===== config.mk =====
export PLATFORM = sky130hd
export DESIGN_NAME = bfc_ctrl
export DESIGN_NICKNAME = d
export VERILOG_FILES = /design/src/design/bfc_pkg.sv /design/src/design/bfc_ctrl.sv
export SDC_FILE = /design/constraint.sdc
export NUM_CORES = 1
export LEC_CHECK = 0
export BUFFER_PORTS_ARGS = -buffer_cell sky130_fd_sc_hd__buf_2
export CAP_MARGIN = 15
export CORE_AREA = 2 2 39 41
export CTS_CLUSTER_SIZE = 14
export DETAILED_ROUTE_END_ITERATION = 8
export DIE_AREA = 0 0 41 43
export SLEW_MARGIN = 20
export SYNTH_ARGS = -nofsm -noshare
export SYNTH_HDL_FRONTEND = slang
export SYNTH_SLANG_ARGS = --single-unit

===== constraint.sdc =====
create_clock -name clk -period 3.5 [get_ports clk]
set_clock_uncertainty 0.15 [all_clocks]
set_input_delay 0.35 -clock clk [delete_from_list [all_inputs] [get_ports clk]]
set_output_delay 0.35 -clock clk [all_outputs]
set_load 0.1 [all_outputs]

===== src/design/bfc_pkg.sv =====
// Shared types, constants and helpers of the bidirectional flow counter.
// Used by bfc_ctrl, bfc_datapath, the top level and bfc_checker.
package bfc_pkg;

  localparam int FLOW_ENTRIES = 4096;
  localparam int IDX_W = (FLOW_ENTRIES > 1) ? $clog2(FLOW_ENTRIES) : 1;
  localparam int CNT_W = $clog2(FLOW_ENTRIES + 1);

  localparam logic [7:0] PROTO_TCP = 8'd6;
  localparam logic [7:0] PROTO_UDP = 8'd17;
  localparam logic [5:0] MIN_IP_HEADER = 6'd20;
  localparam logic [7:0] ETH_HEADER = 8'd14;
  localparam logic [7:0] UDP_HEADER = 8'd8;

  typedef enum logic [2:0] {
    STAT_BAD_IP = 3'd0,
    STAT_OTHER  = 3'd1,
    STAT_KNOWN  = 3'd2,
    STAT_NEW    = 3'd3,
    STAT_FULL   = 3'd4
  } status_t;

  typedef enum logic [2:0] {
    ST_IDLE,
    ST_CLASSIFY,
    ST_SEARCH,
    ST_COMMIT,
    ST_FINISH
  } state_t;

  typedef struct packed {
    logic capture;
    logic classify;
    logic search_clr;
    logic search_run;
    logic commit;
    logic load_out;
  } cmd_t;

  typedef struct packed {
    logic flow_frame;
    logic search_done;
    logic out_free;
  } sts_t;

  typedef struct packed {
    logic [31:0] addr_a;
    logic [31:0] addr_b;
    logic [15:0] port_a;
    logic [15:0] port_b;
    logic        udp;
  } flow_entry_t;

  function automatic logic [31:0] sat_add32(input logic [31:0] a, input logic [31:0] b);
    logic [32:0] sum;
    sum = {1'b0, a} + {1'b0, b};
    return sum[32] ? 32'hFFFF_FFFF : sum[31:0];
  endfunction

endpackage


===== src/design/bfc_ctrl.sv =====
// Sequencer of the flow counter: accept, classify, table search, commit, result.
// Depends on bfc_pkg.
module bfc_ctrl (
  input  logic           clk,
  input  logic           rst,
  input  logic           in_valid,
  output logic           in_stall,
  input  bfc_pkg::sts_t  sts,
  output bfc_pkg::cmd_t  cmd
);

  bfc_pkg::state_t state;
  bfc_pkg::state_t state_next;

  always_ff @(posedge clk) begin
    if (rst) begin
      state <= bfc_pkg::ST_IDLE;
    end else begin
      state <= state_next;
    end
  end

  always_comb begin
    state_next = state;
    case (state)
      bfc_pkg::ST_IDLE: begin
        if (in_valid) state_next = bfc_pkg::ST_CLASSIFY;
      end
      bfc_pkg::ST_CLASSIFY: begin
        state_next = sts.flow_frame ? bfc_pkg::ST_SEARCH : bfc_pkg::ST_FINISH;
      end
      bfc_pkg::ST_SEARCH: begin
        if (sts.search_done) state_next = bfc_pkg::ST_COMMIT;
      end
      bfc_pkg::ST_COMMIT: begin
        state_next = bfc_pkg::ST_FINISH;
      end
      bfc_pkg::ST_FINISH: begin
        if (sts.out_free) state_next = bfc_pkg::ST_IDLE;
      end
      default: begin
        state_next = bfc_pkg::ST_IDLE;
      end
    endcase
  end

  always_comb begin
    cmd = '0;
    in_stall = 1'b1;
    case (state)
      bfc_pkg::ST_IDLE: begin
        in_stall = 1'b0;
        cmd.capture = in_valid;
      end
      bfc_pkg::ST_CLASSIFY: begin
        cmd.classify = 1'b1;
        cmd.search_clr = 1'b1;
      end
      bfc_pkg::ST_SEARCH: begin
        cmd.search_run = 1'b1;
      end
      bfc_pkg::ST_COMMIT: begin
        cmd.commit = 1'b1;
      end
      bfc_pkg::ST_FINISH: begin
        cmd.load_out = sts.out_free;
      end
      default: begin
        cmd = '0;
      end
    endcase
  end

endmodule


[Word-level counts from Yosys, hierarchy flattened]
Cells that the tools add are included.
Word-level totals
  bits in writable memories: 0
  bits of input ports: 6
  latch bits: 0
  bits in registers: 3
  memories kept: 0
  memory bits (read-only): 0
Cells by class
  reduce and logical (&&, ||, !) cells: 2
  shifts and indexed selects: 0
  equal/unequal tests: 7
  bitwise gates (word level): 0
  $add $sub $neg: 0
  multiplexer cells: 11
  $lt $le $gt $ge: 0
  divide/modulo/power cells: 0
  $mul: 0
Operators with widths (count)
  case mux 3 bit (5 select lines): 1
  2-to-1 mux 3 bit: 4
  equality test 3 x 2 -> 1 bit, second input constant: 2
  != test 2 bit, second input constant: 3
  2-to-1 mux 1 bit: 5
  equality test 3 x 1 -> 1 bit, second input constant: 1
  equality test 3 bit, second input constant: 1
  logical NOT 3 bit: 1
  AND reduction 3 bit: 1
  2-to-1 mux 2 bit: 1

[Depth between registers and ports, before layout]
Gate-level depths: netlist of run 1.
  depth in word-level cells: 3
  depth in mapped cells: 4

[Worst setup path after synthesis of run 1]
Ideal clock, no wire load.
  kind: reg-to-output
  start point: reg state[1]
  end point: out cmd[2] (netlist name)
  arrival time: 2.532 ns
  data required time: 3.000 ns
  buffers on the path: 0
  setup slack: 0.468 ns
  cell stages (with the launch flop): 3
  cells stage by stage: dfxtp_1 -> inv_1 -> nor3_1
RTL lines
  start, declared: RTL line bfc_ctrl.sv:12  | bfc_pkg::state_t state;
  start signal, assigned: RTL line bfc_ctrl.sv:17  | state <= bfc_pkg::ST_IDLE;
  start signal, assigned: RTL line bfc_ctrl.sv:19  | state <= state_next;
  end, declared: RTL line bfc_ctrl.sv:9  | output bfc_pkg::cmd_t cmd

==> results of run 1 <==
Yosys cell counts:
| master | instances |
|---|---|
| nand2b_2 | 1 |
| a221oi_2 | 1 |
| mux2_2 | 1 |
| nor3_1 | 3 |
| and3_2 | 3 |
| buf_4 | 1 |
| nor4_1 | 1 |
| a31oi_1 | 1 |
| inv_1 | 2 |
| mux2i_1 | 1 |
| nand2_1 | 2 |
| dfxtp_1 | 3 |
| nand2b_1 | 1 |
| nand3_1 | 1 |
| nor2_1 | 2 |
| nor3b_1 | 1 |
| buf_6 | 2 |
power by group through the flow:
stage | sequential, W | combinational (W) | clock, W
floorplan | 0.0000397 | 0.0000825 | 0
global placement | 0.0000437 | 0.0000849 | 0
detailed placement | 0.0000438 | 0.0000848 | 0
CTS | 0.0000433 | 0.0000849 | 0.0000643
global route | 0.0000444 | 0.0000886 | 0.0000657
finish | 0.0000432 | 0.0000844 | 0.0000605
per-stage QoR:
step,total power (W),instance area (um2)
3_5_place_dp,0.000129,277
3_3_place_gp,0.000129,277
5_1_grt,0.000199,303
2_1_floorplan,0.000122,226
6_report,0.000188,303
4_1_cts,0.000192,303
routing by layer:
metal | GRT usage, % | wire, um | vias up
li1 | - | - | 120
met1 | 8.06 | 208 | 105
met2 | 7.81 | 214 | 8
met3 | 3.66 | 59 | 0
met4 | 8.00 | 0 | 0
met5 | 0 | 0 | -
area by class of cell:
cell class,count,share of cell area (%)
well taps,16,6.61
flip-flops and latches,3,19.8
multi-input cells,19,42.6
repair buffers,12,19.8
clock buffers,4,8.68
inverters,2,2.48
cells by family after synthesis:
logic type             count (synthesis)  synth area share, %
DFF                                    3                 26.5
buffers and inverters                  5                 16.6
and+or+nand+nor                       15                 38.1
muxes                                  2                 9.39
AOI/OAI and AO/OA                      2                 9.39
final timing paths:
kind                            cells after the start                     to                  start
worst max-delay path                                3                 cmd[5]  state[0]$_SDFFE_PP0P_
worst min-delay path                                2  state[2]$_SDFFE_PP0P_                    rst
worst max register to register                      3  state[2]$_SDFFE_PP0P_  state[2]$_SDFFE_PP0P_
worst min register to register                      1  state[1]$_SDFFE_PP0P_  state[2]$_SDFFE_PP0P_
critical path: stages (launching register included):
cell	delay [ns]
dfxtp_1	0.37
nor2_1	0.18
and3_2	0.19
buf_2	0.41
==> reports/metrics.cfg, run 1 <==
[die]
initial_core_util_pct=16.4
ioPinCount=13
dieHeight_um=43
die-area_mm2=0.00176
die_w_um=41
core_mm2=0.00138
rows=14

[clocking]
cts_buffer_depth=2
cts.sinks=3
post_cts_resized=0
clk-insertion-delay-late_ns=0.23
cts_buffers=3
ctsHoldBuffers=0
clock-root-buffer=clkbuf_4
cts_tree=yes
cts_max_level=1
cts_setup_buffers=0
clk_pin_slew_ns=0.04

[timing]
slew_headroom_pct=67.9
fin_hold_ws_ns=0.169
fin_crit_sh_pct=53.9
setup_viol_count_final=0
drv_slew=0
hold_viol_final=0
fin_ws_ns=1.61
fin_crit_ns=1.89
rsz0062_at_grt=no
final.setup.tns_ns=0
worst_slew_pin_slew_ns=0.485
fmax_ghz=0.530

[final_layout]
post-route-util_pct=21.9
fill_cells=158
syn2layout_area_growth_pct=33.7
antenna_cells=0
stdcell_count=56
largest_register_ffs=3
layout_common_cells=12 x buf_2, 3 x and3_2, 3 x nor3_1, 3 x clkbuf_4, 3 x dfxtp_1
layout-drive-gt1-share_pct=52.5
largest_register=state
largestRegisters=state x3
nets=47
layout_commonest_cell=buf_2
multi_input_area_um2=129
seq_area_um2=60.1

[synthesis]
seq_area_frac_synth_pct=26.5
ys_seq_elements=3
netlist_instances=27
synthTopCellsByArea=dfxtp_1 27%, and3_2 9.9%, buf_6 9.9%, nor3_1 6.6%, a221oi_2 6.6%
syn_area_um2=226
yosys_warnings=0
yosysUniqueCellTypes=17
synth.avg_cell_area_um2=8.39
synth_top_area_share_pct=26.5
synth_fp_nets=33
yosys.area.top_type=dfxtp_1

[placed_design]
placed_cells=52
place_ws_ns=1.85
gp_congestion=0.634
numPortBuffers=12

[drt]
wire_per_inst_um=8.61
drtIter0Drc=0
route.detailed.drc=0
dr.pass1.iters=1
via_per_inst=4.16
drtAntennaViolNets=0
vias=233
routed_wirelength_um=482

[grt]
globalRouteTotalUtil_pct=6.93
grt_pass1_vias=202
overflow=0
grt_max_degree=10
antenna_found_initial=0
grt_pass1_wl_um=772

[status]
status=finished clean

[setup_path]
cp_data_required_time_ns=3.00
critPathKind=register to output pin
arrival_ns=1.39
reg2reg_slack_ns=2.32
start_kind=register
crit_fanout=9
critPathCaptureType=output pin

[min_path]
hold_path.class=primary input to register

[pwr]
p_leak_nw=0.145
powerDensity_mw_per_mm2=621
swShare_pct=48.5
internal-power_w=0.0000969
p_seq_share_pct=22.9
p_clk_share_pct=32.2
max-vdd-ir-drop_mv=0.124
p_switching_w=0.0000913
combinationalPowerShare_pct=44.9

[run]
drv_cap=0

Power figures use the tool's default switching activity.
==> inputs of run 2 (changes only) <==
==> constraint.sdc (replaced) <==
create_clock -name clk -period 2 [get_ports clk]
set_clock_uncertainty 0.15 [all_clocks]
set_input_delay 0.2 -clock clk [delete_from_list [all_inputs] [get_ports clk]]
set_output_delay 0.2 -clock clk [all_outputs]
set_load 0.1 [all_outputs]
==> reports/metrics.cfg, run 2 (synthesis gave the netlist of run 1 again) <==
[drt]
dr.pass1.iters=2  ; +1
route.detailed.drc=0  ; unchanged
drtAntennaViolNets=0  ; unchanged
wire_per_inst_um=8.63  ; +0.21%
via_per_inst=3.96  ; -4.7%
routed_wirelength_um=483  ; +0.21%
vias=222  ; -4.7%
drtIter0Drc=1  ; +1

[setup_path]
path_cells=nand2_1, nor3_2, buf_2
cp_data_required_time_ns=1.65  ; -1.35 ns
start_kind=register
crit_start=state[2]$_SDFFE_PP0P_
crit_fanout=8  ; -1
critPathKind=register to output pin
critPathCaptureType=output pin
worst_r2r_path_depth=3  ; unchanged
arrival_ns=1.42  ; +0.03 ns
critical-path-slowest-cell=dfxtp_1
crit_end=cmd[0]
r2r_end=state[2]$_SDFFE_PP0P_
critPathMaxStageDelay_ns=0.47  ; +0.06 ns
regToRegStartpoint=state[2]$_SDFFE_PP0P_
reg2reg_slack_ns=0.77  ; -1.55 ns

[die]
rows=14  ; unchanged
dieHeight_um=43  ; unchanged
die_w_um=41  ; unchanged
die-area_mm2=0.00176  ; unchanged
ioPinCount=13  ; unchanged
initial_core_util_pct=16.4  ; unchanged
core_mm2=0.00138  ; unchanged

[timing]
final.setup.tns_ns=0  ; unchanged
rsz0062_at_grt=no
fin_crit_ns=1.77
drv_slew=0  ; unchanged
setup_viol_count_final=0  ; unchanged
slew_headroom_pct=67.8  ; about the same
worst_slew_pin_slew_ns=0.486  ; +0.000818 ns
fmax_ghz=0.564
fin_crit_sh_pct=88.7
hold_viol_final=0  ; unchanged

[final_layout]
post-route-util_pct=22.6  ; +0.72 points
multi_input_area_um2=139  ; +7.8%
largestRegisters=state x3
antenna_cells=0  ; unchanged
stdcell_count=56  ; unchanged
seq_area_um2=60.1  ; unchanged
layout-drive-gt1-share_pct=57.5  ; +5.0 points
largest_register_ffs=3  ; unchanged
fill_cells=161  ; +1.9%
layout_commonest_cell=buf_2
syn2layout_area_growth_pct=38.1
layout_common_cells=12 x buf_2, 3 x and3_2, 3 x clkbuf_4, 3 x dfxtp_1
largest_register=state
nets=47  ; unchanged

[pwr]
p_leak_nw=0.150  ; +3.2%
powerDensity_mw_per_mm2=1060  ; +70%
max-vdd-ir-drop_mv=0.202  ; +63%

[clocking]
clk-insertion-delay-late_ns=0.23  ; about the same
cts_setup_buffers=0  ; unchanged
cts_max_level=1  ; unchanged
cts.sinks=3  ; unchanged
cts_buffers=3  ; unchanged
post_cts_resized=0  ; unchanged
clk_pin_slew_ns=0.04  ; about the same
clock-root-buffer=clkbuf_4
cts_buffer_depth=2  ; unchanged
cts_tree=yes
ctsHoldBuffers=0  ; unchanged

[grt]
antenna_found_initial=0  ; unchanged
grt_pass1_wl_um=752  ; -2.6%
grt_pass1_vias=183  ; -9.4%
grt_max_degree=10  ; unchanged
globalRouteTotalUtil_pct=7.54  ; +0.60 points
overflow=0  ; unchanged

[min_path]
hold_path.class=primary input to register

[run]
drv_cap=0  ; unchanged

[placed_design]
placed_cells=52  ; unchanged
hpwl_um=397
numPortBuffers=12  ; unchanged
gp_congestion=0.639  ; +0.93%

[status]
status=finished clean

==> run 2: metal layers <==
layer  track usage (%)  up-vias  wire length, um
met3              8.90        0               55
met2              6.88        8              230
met4              8.00        0                0
met1              7.74       94              197
met5                 0        -                0
li1                  -      120                -
==> run 2: through the flow <==
| stage | setup WS (ns) | hold slack, ns | power, W | instance area (um2) |
|---|---|---|---|---|
| after detailed placement | 0.468 | 0.257 | 0.000227 | 287 |
| final | 0.227 | 0.0196 | 0.000330 | 313 |
| after global placement | 0.494 | 0.253 | 0.000227 | 287 |
| after floorplan | -0.0467 | 0.116 | 0.000216 | 236 |
| after global routing | 0.145 | 0.00772 | 0.000355 | 313 |
| after CTS | 0.209 | 0.0113 | 0.000338 | 313 |
==> run 2: how the worst min path moves through the flow <==
stage	cells after the start	start	to	slack, ns
global placement	2	rst	state[2]$_SDFFE_PP0P_	0.25
CTS	2	rst	state[2]$_SDFFE_PP0P_	0.01
global route	2	rst	state[2]$_SDFFE_PP0P_	0.008
detailed placement	2	rst	state[2]$_SDFFE_PP0P_	0.26
finish	2	rst	state[2]$_SDFFE_PP0P_	0.02
floorplan	1	rst	state[2]$_SDFFE_PP0P_	0.12
==> run 2: power breakdown <==
part           switching (W)  total [W]  internal (W)
combinational       0.000119   0.000149     0.0000297
sequential         0.0000112  0.0000768     0.0000656
clock              0.0000302   0.000105     0.0000747
==> run 2: final cells by class <==
class,instances,share of cell area (%)
multi-input cells,19,44.4
flip-flops and latches,3,19.2
repair buffers,12,19.2
clock buffers,4,8.40
well taps,16,6.40
inverters,2,2.40
==> run 2: critical path: cells and delay by family, from the launching register on <==
family	cells	cell delay (ns)
simple gates	2	0.28
buf+inv	1	0.45
flops	1	0.47
==> inputs of run 3 (changes only) <==
--- a/config.mk
+++ b/config.mk
@@ -11,6 +11,7 @@
 export CTS_CLUSTER_SIZE = 14
 export DETAILED_ROUTE_END_ITERATION = 8
 export DIE_AREA = 0 0 41 43
+export RECOVER_POWER = 50
 export SLEW_MARGIN = 20
 export SYNTH_ARGS = -nofsm -noshare
 export SYNTH_HDL_FRONTEND = slang
==> reports/metrics.cfg, run 3 (synthesis gave the netlist of run 1 again) <==
[die]
die-area_mm2=0.00176  ; unchanged
core_mm2=0.00138  ; unchanged
die_w_um=41  ; unchanged
rows=14  ; unchanged
ioPinCount=13  ; unchanged
dieHeight_um=43  ; unchanged
initial_core_util_pct=16.4  ; unchanged

[pwr]
powerDensity_mw_per_mm2=1070  ; +1.1%
max-vdd-ir-drop_mv=0.200  ; -1.1%
p_leak_nw=0.148  ; -1.2%

[grt]
grt_max_degree=10  ; unchanged
grt_pass1_wl_um=752  ; unchanged
antenna_found_initial=0  ; unchanged
globalRouteTotalUtil_pct=7.54  ; unchanged
grt_pass1_vias=183  ; unchanged
overflow=0  ; unchanged

[placed_design]
gp_congestion=0.639  ; unchanged
numPortBuffers=12  ; unchanged
dpl_cell_area_um2=287  ; unchanged
placed_cells=52  ; unchanged
hpwl_um=397  ; unchanged

[setup_path]
path_delay_family=buffers and inverters
path_cells=inv_1, and3_2, clkbuf_2
critical-path-slowest-cell=dfxtp_1
critPathMaxStageDelay_ns=0.46  ; about the same
critPathCaptureType=output pin
critPathKind=register to output pin
arrival_ns=1.42  ; about the same
crit_fanout=8  ; unchanged
cp_data_required_time_ns=1.65  ; about the same
start_kind=register
worst-path-buf-inv=2  ; +1

[final_layout]
largest_register_ffs=3  ; unchanged
syn2layout_area_growth_pct=35.4
layout_common_cells=10 x buf_2, 3 x and3_2, 3 x clkbuf_4, 3 x dfxtp_1
stdcell_count=56  ; unchanged
antenna_cells=0  ; unchanged
layout-drive-gt1-share_pct=55.0  ; -2.5 points
nets=47  ; unchanged
post-route-util_pct=22.2  ; -0.45 points
postLayoutCellArea_um2=307  ; -2.0%
largestRegisters=state x3
layout_commonest_cell=buf_2
largest_register=state

[drt]
routed_wirelength_um=487  ; +0.83%
drtAntennaViolNets=0  ; unchanged
via_per_inst=3.96  ; unchanged
route.detailed.drc=0  ; unchanged
drtIter0Drc=1  ; unchanged
vias=222  ; unchanged
wire_per_inst_um=8.70  ; +0.83%
dr.pass1.iters=2  ; unchanged

[clocking]
clk_pin_slew_ns=0.04  ; about the same
cts.sinks=3  ; unchanged
clock-root-buffer=clkbuf_4
cts_setup_buffers=0  ; unchanged
cts_tree=yes
clk-insertion-delay-late_ns=0.23  ; about the same
cts_buffers=3  ; unchanged
ctsHoldBuffers=0  ; unchanged
cts_max_level=1  ; unchanged
post_cts_resized=0  ; unchanged
cts_buffer_depth=2  ; unchanged

[timing]
slew_headroom_pct=64.2  ; -3.7 points
fin_hold_ws_ns=0.0153  ; -0.00431 ns
worst_slew_pin_slew_ns=0.540  ; +0.0538 ns
fin_crit_ns=1.77  ; -0.00475 ns
hold_viol_final=0  ; unchanged
drv_slew=0  ; unchanged
setup_viol_count_final=0  ; unchanged
fin_crit_sh_pct=88.4  ; -0.24 points
fmax_ghz=0.565  ; +0.27%
rsz0062_at_grt=no

[min_path]
hold_path.class=primary input to register

[status]
status=finished clean

[run]
drv_cap=0  ; unchanged

## run 3: where the power goes
group	internal [W]	leakage (nW)	switching, W	total, W
combinational	0.0000284	0.108	0.000117	0.000146
sequential	0.0000656	0.0246	0.0000111	0.0000767
clock	0.0000747	0.0150	0.0000302	0.000105
total	0.000169	0.148	0.000159	0.000327
## run 3: worst register-to-register path, delay by kind of cell (launching register included)
| family | cells | cell delay, ns |
|---|---|---|
| simple gates | 2 | 0.24 |
| flops | 1 | 0.46 |
| compound gates | 1 | 0.29 |
## run 3: path summary, 6_finish.rpt
kind	endpoint	startpoint	depth (start not counted)	slack [ns]
setup / recovery	cmd[1]	state[2]$_SDFFE_PP0P_	3	0.23
hold / removal	state[1]$_SDFFE_PP0P_	rst	2	0.02
hold reg to reg	state[1]$_SDFFE_PP0P_	state[2]$_SDFFE_PP0P_	1	0.45
setup reg to reg	state[2]$_SDFFE_PP0P_	state[2]$_SDFFE_PP0P_	3	0.76
## run 3: cell type report
class / instances / area [um2]
inverter: 2 / 7.51
timing repair buffer: 12 / 60.1
multi-input combinational: 19 / 133
fill: 163 / 1080
tap: 16 / 20.0
sequential: 3 / 60.1
clock buffer: 4 / 26.3
## run 3: layer usage
metal / share of wire [%] / GRT usage, % / wire [um]
met2: 47 / 6.88 / 229
met1: 42 / 7.74 / 203
met5: 0 / 0 / 0
met4: 0 / 8.00 / 0
met3: 11 / 8.90 / 54
## run 3: stage by stage
step / setup TNS [ns] / setup slack (ns) / power (W)
finish: 0 / 0.231 / 0.000327
global placement: 0 / 0.494 / 0.000227
CTS: 0 / 0.209 / 0.000338
detailed placement: 0 / 0.468 / 0.000227
floorplan: -0.0467 / -0.0467 / 0.000216
global route: 0 / 0.136 / 0.000352
